$ cat config.mk
export PLATFORM = sky130hd
export DESIGN_NAME = gli_ctrl
export DESIGN_NICKNAME = d
export VERILOG_FILES = /design/src/hw/rtl/grid_line_interpolator_assert.svh /design/src/hw/rtl/gli_pkg.sv /design/src/hw/rtl/gli_ctrl.sv
export SDC_FILE = /design/constraint.sdc
export NUM_CORES = 1
export LEC_CHECK = 0
export BUFFER_PORTS_ARGS = -buffer_cell sky130_fd_sc_hd__buf_4
export CAP_MARGIN = 0
export CORE_MARGIN = 2
export CORE_UTILIZATION = 55
export DETAILED_ROUTE_END_ITERATION = 8
export PLACE_DENSITY = 0.81
export SLEW_MARGIN = 20
export SYNTH_ARGS = -nofsm -noshare
export SYNTH_HDL_FRONTEND = slang
export SYNTH_SLANG_ARGS = --single-unit
$ cat constraint.sdc
create_clock -name clk -period 3.7 [get_ports clk]
set_clock_uncertainty 0.1 [all_clocks]
set_input_delay 0.37 -clock clk [delete_from_list [all_inputs] [get_ports clk]]
set_output_delay 0.37 -clock clk [all_outputs]
set_load 0.03 [all_outputs]
$ cat src/hw/rtl/grid_line_interpolator_assert.svh
// Assertion macros used by the grid line interpolator top level.
`ifndef GRID_LINE_INTERPOLATOR_ASSERT_SVH
`define GRID_LINE_INTERPOLATOR_ASSERT_SVH

// The consequent must hold at the same edge as the antecedent.
`define GLI_ASSERT_NOW(label, ante, cons, msg) \
  label: assert property (@(posedge clk) disable iff (!rst_n) (ante) |-> (cons)) \
    else $error(msg);

// The consequent must hold at the edge after the antecedent.
`define GLI_ASSERT_NEXT(label, ante, cons, msg) \
  label: assert property (@(posedge clk) disable iff (!rst_n) (ante) |=> (cons)) \
    else $error(msg);

`endif

$ cat src/hw/rtl/gli_pkg.sv
// Types, codes and constants of the grid line interpolator.
package gli_pkg;

  localparam int VALUE_W   = 24;
  localparam int SNAP_W    = 36;
  localparam int DIV_DVD_W = 48;
  localparam int DIV_DVS_W = 45;
  localparam int CFG_IDX_W = 3;

  localparam logic [13:0] SNAP_SCALE = 14'd10000;
  localparam logic [12:0] SNAP_BIAS  = 13'd4999;
  localparam logic signed [14:0] SNAP_SCALE_S = 15'sd10000;

  localparam logic [1:0] FUNC_CLEAR = 2'd0;
  localparam logic [1:0] FUNC_ADD   = 2'd1;
  localparam logic [1:0] FUNC_BUILD = 2'd2;
  localparam logic [1:0] FUNC_READ  = 2'd3;

  localparam logic [1:0] STATUS_OK    = 2'd0;
  localparam logic [1:0] STATUS_DROP  = 2'd1;
  localparam logic [1:0] STATUS_EMPTY = 2'd2;

  localparam logic [CFG_IDX_W-1:0] CFG_SINGLE_ORIGIN = 3'd0;
  localparam logic [CFG_IDX_W-1:0] CFG_SINGLE_STEP   = 3'd1;
  localparam logic [CFG_IDX_W-1:0] CFG_SORT_ORIGIN   = 3'd2;
  localparam logic [CFG_IDX_W-1:0] CFG_SORT_STEP     = 3'd3;
  localparam logic [CFG_IDX_W-1:0] CFG_SLOT_OFFSET   = 3'd4;
  localparam logic [CFG_IDX_W-1:0] CFG_LINE_LENGTH   = 3'd5;

  localparam logic [4:0] OP_NOP   = 5'd0;
  localparam logic [4:0] OP_LOAD  = 5'd1;
  localparam logic [4:0] OP_CLR   = 5'd2;
  localparam logic [4:0] OP_PMUL  = 5'd3;
  localparam logic [4:0] OP_PADD  = 5'd4;
  localparam logic [4:0] OP_PDIV  = 5'd5;
  localparam logic [4:0] OP_PSAVE = 5'd6;
  localparam logic [4:0] OP_PCOM  = 5'd7;
  localparam logic [4:0] OP_RD    = 5'd8;
  localparam logic [4:0] OP_RDAT  = 5'd9;
  localparam logic [4:0] OP_BCHK  = 5'd10;
  localparam logic [4:0] OP_BLO   = 5'd11;
  localparam logic [4:0] OP_LEAD  = 5'd12;
  localparam logic [4:0] OP_SRD   = 5'd13;
  localparam logic [4:0] OP_SCHK  = 5'd14;
  localparam logic [4:0] OP_GDIV  = 5'd15;
  localparam logic [4:0] OP_GSET  = 5'd16;
  localparam logic [4:0] OP_FILL  = 5'd17;
  localparam logic [4:0] OP_TAIL  = 5'd18;
  localparam logic [4:0] OP_OUT   = 5'd19;

  typedef struct packed {
    logic [1:0]         func;
    logic signed [31:0] point_x;
    logic signed [31:0] point_y;
    logic [9:0]         read_index;
  } in_item_t;

  typedef struct packed {
    logic [23:0] sample_value;
    logic        sample_set;
    logic [1:0]  status;
  } out_item_t;

  typedef struct packed {
    logic signed [31:0] single_origin;
    logic [30:0]        single_step;
    logic signed [31:0] sort_origin;
    logic [30:0]        sort_step;
    logic [15:0]        slot_offset;
    logic [10:0]        line_length;
  } cfg_t;

  typedef struct packed {
    logic [4:0] op;
    logic       axis_x;
  } cmd_t;

  typedef struct packed {
    logic clr_last;
    logic div_done;
    logic bld_bad;
    logic cnt_eq_first;
    logic cnt_ge_n;
    logic is_point;
    logic j_eq_cnt;
    logic out_free;
  } stat_t;

endpackage

$ cat src/hw/rtl/gli_ctrl.sv
// Sequencer of the grid line interpolator: one command per cycle to the datapath.
module gli_ctrl (
  input  logic           clk,
  input  logic           rst_n,
  input  logic           in_valid,
  input  logic [1:0]     func,
  input  gli_pkg::stat_t st,
  output gli_pkg::cmd_t  cmd,
  output logic           in_stall
);
  import gli_pkg::*;

  localparam logic [4:0] S_INIT  = 5'd0;
  localparam logic [4:0] S_IDLE  = 5'd1;
  localparam logic [4:0] S_CLR   = 5'd2;
  localparam logic [4:0] S_PMUL  = 5'd3;
  localparam logic [4:0] S_PADD  = 5'd4;
  localparam logic [4:0] S_PDIV  = 5'd5;
  localparam logic [4:0] S_PWAIT = 5'd6;
  localparam logic [4:0] S_PSAVE = 5'd7;
  localparam logic [4:0] S_PCOM  = 5'd8;
  localparam logic [4:0] S_RD    = 5'd9;
  localparam logic [4:0] S_RDAT  = 5'd10;
  localparam logic [4:0] S_BCHK  = 5'd11;
  localparam logic [4:0] S_BLO   = 5'd12;
  localparam logic [4:0] S_LEAD  = 5'd13;
  localparam logic [4:0] S_SRD   = 5'd14;
  localparam logic [4:0] S_SCHK  = 5'd15;
  localparam logic [4:0] S_GDIV  = 5'd16;
  localparam logic [4:0] S_GWAIT = 5'd17;
  localparam logic [4:0] S_GSET  = 5'd18;
  localparam logic [4:0] S_FILL  = 5'd19;
  localparam logic [4:0] S_TAIL  = 5'd20;
  localparam logic [4:0] S_DONE  = 5'd21;

  logic [4:0] state_r, state_nxt;
  logic       ax_r, ax_nxt;

  always_comb begin
    state_nxt  = state_r;
    ax_nxt     = ax_r;
    cmd.op     = OP_NOP;
    cmd.axis_x = ax_r;
    unique case (state_r)
      S_INIT: begin
        cmd.op = OP_CLR;
        if (st.clr_last) state_nxt = S_IDLE;
      end
      S_IDLE: begin
        if (in_valid) begin
          cmd.op = OP_LOAD;
          ax_nxt = 1'b0;
          unique case (func)
            FUNC_CLEAR: state_nxt = S_CLR;
            FUNC_ADD:   state_nxt = S_PMUL;
            FUNC_BUILD: state_nxt = S_BCHK;
            FUNC_READ:  state_nxt = S_RD;
          endcase
        end
      end
      S_CLR: begin
        cmd.op = OP_CLR;
        if (st.clr_last) state_nxt = S_DONE;
      end
      S_PMUL: begin
        cmd.op    = OP_PMUL;
        state_nxt = S_PADD;
      end
      S_PADD: begin
        cmd.op    = OP_PADD;
        state_nxt = S_PDIV;
      end
      S_PDIV: begin
        cmd.op    = OP_PDIV;
        state_nxt = S_PWAIT;
      end
      S_PWAIT: begin
        if (st.div_done) state_nxt = S_PSAVE;
      end
      S_PSAVE: begin
        cmd.op = OP_PSAVE;
        if (ax_r) begin
          state_nxt = S_PCOM;
        end else begin
          ax_nxt    = 1'b1;
          state_nxt = S_PMUL;
        end
      end
      S_PCOM: begin
        cmd.op    = OP_PCOM;
        state_nxt = S_DONE;
      end
      S_RD: begin
        cmd.op    = OP_RD;
        state_nxt = S_RDAT;
      end
      S_RDAT: begin
        cmd.op    = OP_RDAT;
        state_nxt = S_DONE;
      end
      S_BCHK: begin
        cmd.op    = OP_BCHK;
        state_nxt = st.bld_bad ? S_DONE : S_BLO;
      end
      S_BLO: begin
        cmd.op    = OP_BLO;
        state_nxt = S_LEAD;
      end
      S_LEAD: begin
        cmd.op = OP_LEAD;
        if (st.cnt_eq_first) state_nxt = S_SRD;
      end
      S_SRD: begin
        cmd.op    = OP_SRD;
        state_nxt = st.cnt_ge_n ? S_TAIL : S_SCHK;
      end
      S_SCHK: begin
        cmd.op    = OP_SCHK;
        state_nxt = st.is_point ? S_GDIV : S_SRD;
      end
      S_GDIV: begin
        cmd.op    = OP_GDIV;
        state_nxt = S_GWAIT;
      end
      S_GWAIT: begin
        if (st.div_done) state_nxt = S_GSET;
      end
      S_GSET: begin
        cmd.op    = OP_GSET;
        state_nxt = S_FILL;
      end
      S_FILL: begin
        cmd.op = OP_FILL;
        if (st.j_eq_cnt) state_nxt = S_SRD;
      end
      S_TAIL: begin
        cmd.op = OP_TAIL;
        if (st.cnt_ge_n) state_nxt = S_DONE;
      end
      S_DONE: begin
        if (st.out_free) begin
          cmd.op    = OP_OUT;
          state_nxt = S_IDLE;
        end
      end
      default: state_nxt = S_IDLE;
    endcase
  end

  always_ff @(posedge clk) begin
    if (!rst_n) begin
      state_r <= S_INIT;
      ax_r    <= 1'b0;
    end else begin
      state_r <= state_nxt;
      ax_r    <= ax_nxt;
    end
  end

  assign in_stall = (state_r != S_IDLE);

endmodule

Word-level counts from Yosys, hierarchy flattened
Index checks and enable logic that the tools add are counted.

Logic and storage cells: 63. Register bits: 6.

Multiplexer cells: 20. Reductions and logical operators: 7. Equality and inequality tests: 34.

Operator list (count): case mux 5 bit (21 select lines) (1); case mux 5 bit (19 select lines) (1); two-way mux 5 bit (13); == test 5 x 4 -> 1 bit, second input constant (8); == test 5 bit, second input constant (6); == test 5 x 3 -> 1 bit, second input constant (4); case mux 5 bit (4 select lines) (1); != test 2 bit, second input constant (9); == test 5 x 2 -> 1 bit, second input constant (2); AND reduction 9 bit (1); == test 5 x 1 -> 1 bit, second input constant (1); zero test 5 bit (1); != test 5 x 1 -> 1 bit, second input constant (1); == test 2 bit, second input constant (2); two-way mux 4 bit (1); OR reduction 2 bit (2); == test 2 x 1 -> 1 bit, second input constant (1); zero test 2 bit (1); two-way mux 1 bit (2); case mux 1 bit (2 select lines) (1); AND reduction 2 bit (1); nonzero test 2 bit (1).

Logic depth before layout (Yosys ltp)
Gate-level depths: netlist of run 1.

Depth in word-level cells: 4. Depth in mapped cells: 7.

Worst setup path after synthesis of run 1
OpenSTA, ideal clock, no wires.

Path type: register to output. From: register state_r[0]. To: output cmd[1] (netlist name). Stages on the path, launching flop included: 6. Data arrival time: 1.644 ns. Slack: 1.586 ns. Path buffers: 3. Required time: 3.230 ns. Cell sequence: dfxtp_1 buf_6 clkbuf_1 clkbuf_1 o21bai_1 o221ai_1.

RTL lines: start, declared (line gli_ctrl.sv:36) `logic [4:0] state_r, state_nxt;`; start signal, assigned (line gli_ctrl.sv:155) `state_r <= state_nxt;`; end, declared (line gli_ctrl.sv:8) `output gli_pkg::cmd_t cmd,`.

Worst setup path after layout of run 1
From: register state_r[1]. To: register state_r[0].

Word-level cells in the longest chain between the ends: 3.

RTL lines: == test 5 x 4 -> 1 bit, or another cell as far along (line gli_ctrl.sv:44) `unique case (state_r)`; OR reduction 2 bit (no source line) or != test 2 bit (tied branches); case mux 5 bit (21 select lines) or AND reduction 9 bit (tied branches).

Parallel ways exist; a longest one is shown, timed or not. A chain may end at the register's enable or synchronous reset.

==> results.toml, run 1 <==
[worst_setup_path]
worstPathMaxFanout = 26
required_ps = 3720
ff2ff_path_depth = 5
arrival_ps = 2560
r2r-end = "state_r[0]"
crit_end = "state_r[0]"
worst_setup_path_start_kind = "flop"
end_kind = "flop"
r2r_slack_ps = 1170
r2r_start = "state_r[1]"
path_class = "reg2reg"
startpoint = "state_r[1]"

[outcome]
status = "finished, final reports clean"

[yosys]
synth_seq_cells = 6
synth_flop_cell = "dfxtp_1"
avgSynthCellArea_um2 = 6.68
synthCells = 128
synth_edf_count = 0
synth_fp_nets = 141
syn_area_um2 = 855
yosysUniqueCellTypes = 50
yosys_warnings = 0
synth_seq_area_share_pct = 14.1
async_flop_share_pct = 0

[cts]
root_buffer = "clkbuf_4"
clk_pin_slew_worst_paths_ps = 40
post-cts-setup-buffer-count = 0
ctsResizeCount = 0
holdBufCountCts = 0
htreeDepth = 1
numCtsBuffers = 3
cts_sinks = 6
cts_tree = "yes"
clock_path_buffers = 2
insertion_delay_ps = 240

[power]
p_leak_nw = 0.376
power_density_nw_per_um2 = 334
peakVddDrop_v = 0.000306
total_power_w = 0.000330

[floorplanning]
die_x_um = 43.4
boundaryPins = 20
initial_core_util_pct = 57.4
die_height_um = 43.4
rows = 14
core_um2 = 1490
die_area_um2 = 1880

[timing]
finalCriticalPeriod_ps = 2530
worstMarginPinSlew_ps = 836
max-slew-margin-rel_pct = 44.2
setup_ws_ps = 1170
finalSetupViolCount = 0
fmax_mhz = 395
rsz0062_at_grt = "false"
fin_tns_setup_ps = 0
drv_slew = 0
period_share_pct = 68.5
hold_viol = 0

[routing]
viasPerCell = 6.58
finalWirelength_mm = 2.44
wl_per_cell_um = 15.7
drt_iter0_markers = 54
post-route-drc-count = 0
vias = 1020
ant_nets = 0
drt_first_pass_iters = 4

[grt]
grt-ovfl-total = 0
grt_pass1_vias = 867
grt_pass1_wl_mm = 3.95
track_usage_pct = 27.4
grt_max_degree = 30
antenna_found_initial = 0

[place]
port_buffers = 19
gp_congestion = 0.934
dp_slack_ps = 1220
dp_hpwl_mm = 1.78

[layout]
drive_above_1_share_pct = 19.4
final_common_cell = "buf_4"
antenna_cells = 0
final_cell_mix = "20 x buf_4, 14 x nor2_1, 12 x a21oi_1"
syn2layout_area_growth_pct = 15.7
num-fill-cells = 142
seq_area_um2 = 120
final_nets = 154
multi_input_comb_area_um2 = 653

[run]
drv_cap = 0

[worst_hold_path]
min_path_type = "in2reg"
synth_stat cells, types with 2 or more instances:
cell	n	area share, %
inv_1	6	2.6
or2b_1	2	1.8
o22ai_1	5	3.7
o21ai_0	10	5.9
buf_2	2	1.2
clkbuf_1	7	3.1
nand2b_1	5	3.7
dfxtp_1	6	14
o211ai_1	2	1.8
nor3_1	4	2.3
nor2_1	14	6.1
a22o_1	3	3.1
nor4_1	3	2.2
a21oi_1	12	7.0
nand3_1	2	1.2
nor2b_1	3	2.2
nand2_1	7	3.1
o2111ai_1	2	2.1
o2bb2ai_1	2	2.1
report_power, final:
group / internal (W) / switching, W / total [W]
logic: 0.0000780 / 0.0000968 / 0.000175
registers: 0.0000700 / 0.0000289 / 0.0000989
clock network: 0.0000364 / 0.0000199 / 0.0000563
total: 0.000184 / 0.000146 / 0.000330
critical path: stages, from the launching register on:
cell	delay [ps]
dfxtp_1	840
nor2b_1	200
nor4b_1	220
or3_4	430
or2_1	280
o311a_1	360
sequential cells by signal, summed over array words and instances (netlist names):
register,flops
state_r,5
ax_r,1
worst min path at each step:
stage / startpoint / to / slack, ps / cells after the start
final: rst_n / state_r[0] / 320 / 2
after global routing: rst_n / state_r[3] / 310 / 2
after CTS: rst_n / state_r[0] / 310 / 2
after detailed placement: ax_r / ax_r / 560 / 3
after global placement: rst_n / state_r[3] / 550 / 2
after floorplan: rst_n / state_r[0] / 400 / 1
layer usage:
metal	track usage, %	wire [um]
met3	3.75	171
met2	43.6	1180
met5	0	0
met1	36.8	1060
met4	12.7	27
cell families after synthesis:
kind of cell,Yosys count,synth area share (%)
flip-flops,6,14.1
AND/OR/NAND/NOR,50,32.4
AO/OA/AOI/OAI,52,41.9
buffers and inverters,18,9.52
multiplexers,1,1.17
XOR/XNOR,1,1.03
layout make-up:
class | count | share of cell area, %
inverter | 6 | 2.28
multi-input combinational | 104 | 66.1
clock buffer | 3 | 2.28
tap | 16 | 2.03
timing repair buffer | 20 | 15.2
sequential | 6 | 12.2
through the flow:
step	std cells	utilization [%]	area, um2	hold slack [ps]
3_5_place_dp	152	64.9	966	558
6_report	155	66.4	988	320
3_3_place_gp	152	64.9	966	547
5_1_grt	155	66.4	988	312
2_1_floorplan	128	-	855	401
4_1_cts	155	66.4	988	307
Note: power is estimated with default switching activity, not from simulation.
==> inputs of run 2 (changes only) <==
ABC_AREA = 1   (was not set)
CORE_UTILIZATION = 48   (was 55)
PLACE_DENSITY = 0.74   (was 0.81)
clock period = 2.05 ns   (was 3.7 ns; I/O delays follow)
==> results.toml, run 2 <==
[worst_setup_path]
required_ps = 1750
end_kind = "primary output"
worst_setup_path_start_kind = "flop"
path_cells = "nand2_1, nor2_4, nand2_2, nand2_1, nor3_1, nand4_1, buf_4"
critical_path_buf_inv_count = 1
path_class = "reg2out"
arrival_ps = 1630
slowest_delay_ps = 430
worstPathMaxFanout = 8
critical_path_depth = 7
critPathMostFrequentCell = "nand2_1"
crit_family = "simple AND/OR/NAND/NOR gates"
ff2ff_path_depth = 9
critPathSlowestCell = "dfxtp_1"

[place]
post_dp_cell_area_um2 = 1090
dp_hpwl_mm = 2.33
port_buffers = 19
dp_slack_ps = 266
gp_congestion = 0.927

[yosys]
ys_top_cells_by_area = "nand2_1 24%, nor2_1 16%, dfxtp_1 13%"
synth_seq_area_share_pct = 12.9
synth_fp_nets = 201
avgSynthCellArea_um2 = 4.97
syn_area_um2 = 935
synthCells = 188
synth_flop_cell = "dfxtp_1"
synth.cells.most_frequent = "59 x nand2_1, 41 x nor2_1, 24 x inv_1"
yosysUniqueCellTypes = 21
async_flop_share_pct = 0
synth_top_area_share_pct = 23.7
synth_seq_cells = 6
yosys_warnings = 0
synth_edf_count = 0
yosysTopAreaCell = "nand2_1"
synth_most_common_cell = "nand2_1"

[timing]
worstMarginPinSlew_ps = 361
finalCriticalPeriod_ps = 1930
finalSetupViolCount = 0
fin_tns_setup_ps = 0
drv_slew = 0
hold_viol = 0
setup_ws_ps = 118
max-slew-margin-rel_pct = 75.8
fmax_mhz = 518
period_share_pct = 94.2

[floorplanning]
die_height_um = 48.1
rows = 15
core_um2 = 1780
initial_core_util_pct = 52.4
die_x_um = 48.1
die_area_um2 = 2320
boundaryPins = 20

[grt]
grt_max_degree = 10
grt_pass1_wl_mm = 4.49
track_usage_pct = 27.5
grt-ovfl-total = 0
grt_pass1_vias = 1080
antenna_found_initial = 0

[layout]
final_cell_mix = "59 x nand2_1, 41 x nor2_1, 24 x inv_1"
largest_reg_flops = 5
top_register = "state_r"
syn2layout_area_growth_pct = 19.7
multi_input_comb_area_um2 = 684
num-fill-cells = 199
drive_above_1_share_pct = 20.2
antenna_cells = 0
design_area_um2 = 1120
final_nets = 223
final_common_cell = "nand2_1"
seq_area_um2 = 125
top_regs = "state_r (5), ax_r (1)"

[routing]
post-route-drc-count = 0
wl_per_cell_um = 12.2
vias = 1273
drt_first_pass_iters = 4
ant_nets = 0
viasPerCell = 5.46
drt_iter0_markers = 47
finalWirelength_mm = 2.85

[cts]
cts_sinks = 6
root_buffer = "clkbuf_4"
numCtsBuffers = 3
holdBufCountCts = 0
clock_path_buffers = 2
cts_tree = "yes"
post-cts-setup-buffer-count = 0
ctsResizeCount = 0
insertion_delay_ps = 250
htreeDepth = 1
clk_pin_slew_worst_paths_ps = 50

[run]
drv_cap = 0

[power]
p_leak_nw = 0.655
peakVddDrop_v = 0.000951
clkPwrFrac_pct = 6.1
power_frac_comb_pct = 79.2
switching_share_pct = 60.3
power_density_nw_per_um2 = 1620
p_int_w = 0.000718
total_power_w = 0.00181
seqPwrFrac_pct = 14.7
p_switching_w = 0.00109

[outcome]
status = "finished, final reports clean"

[worst_hold_path]
hold_depth = 3
min_path_type = "in2reg"
run 2: cell types whose count changed after synthesis, moves of 4 or more:
cell,delta
nand2_1,+52
nor2_1,+27
inv_1,+18
nand3_1,+17
clkbuf_1,-7
o21ai_0,-7
nand2b_1,-5
o22ai_1,-5
a21oi_1,-4
nor2_2,+4
run 2: area by class of cell:
cell class	instances	area share (%)
clock buffer	3	2.01
inverter	28	9.40
multi-input combinational	151	61.2
sequential	6	11.2
tap	25	2.80
timing repair buffer	20	13.4
run 2: power groups by stage:
| stage | Combinational (W) | Clock, W | Sequential [W] |
|---|---|---|---|
| after floorplan | 0.00109 | 0 | 0.000213 |
| after global routing | 0.00159 | 0.000121 | 0.000274 |
| after CTS | 0.00141 | 0.000108 | 0.000248 |
| after detailed placement | 0.00141 | 0 | 0.000249 |
| after global placement | 0.00141 | 0 | 0.000245 |
| final | 0.00143 | 0.000110 | 0.000265 |
run 2: worst min-delay path, delay by kind of cell:
family | cells | cell delay (ps)
AO/OA/AOI/OAI | 1 | 120
buffers and inverters | 2 | 150
run 2: path summary, 6_finish.rpt:
| kind | from | endpoint | slack [ps] |
|---|---|---|---|
| min | rst_n | state_r[3] | 170 |
| max | state_r[0] | cmd[2] | 120 |
| min reg2reg | ax_r | ax_r | 390 |
| max reg2reg | state_r[4] | state_r[2] | 320 |
run 2: routing by layer:
metal / track usage, % / part of all wire [%]
met3: 3.33 / 9.4
met4: 11.4 / 2.0
met5: 0 / 0
met1: 35.9 / 41
met2: 45.9 / 47
run 2: kinds of logic (layout without fill, tap and decap cells):
| group | Yosys count | in the layout | synth area share, % |
|---|---|---|---|
| AO/OA/AOI/OAI | 15 | 15 | 9.24 |
| flip-flops | 6 | 6 | 12.9 |
| buffers and inverters | 31 | 51 | 14.5 |
| AND/OR/NAND/NOR | 136 | 136 | 63.5 |
run 2: stage by stage:
step,util [%],hold WS (ps),cells
after floorplan,-,300,188
after global placement,60.9,383,230
after detailed placement,60.9,386,230
after CTS,62.2,175,233
after global routing,62.7,206,233
final,62.7,169,233
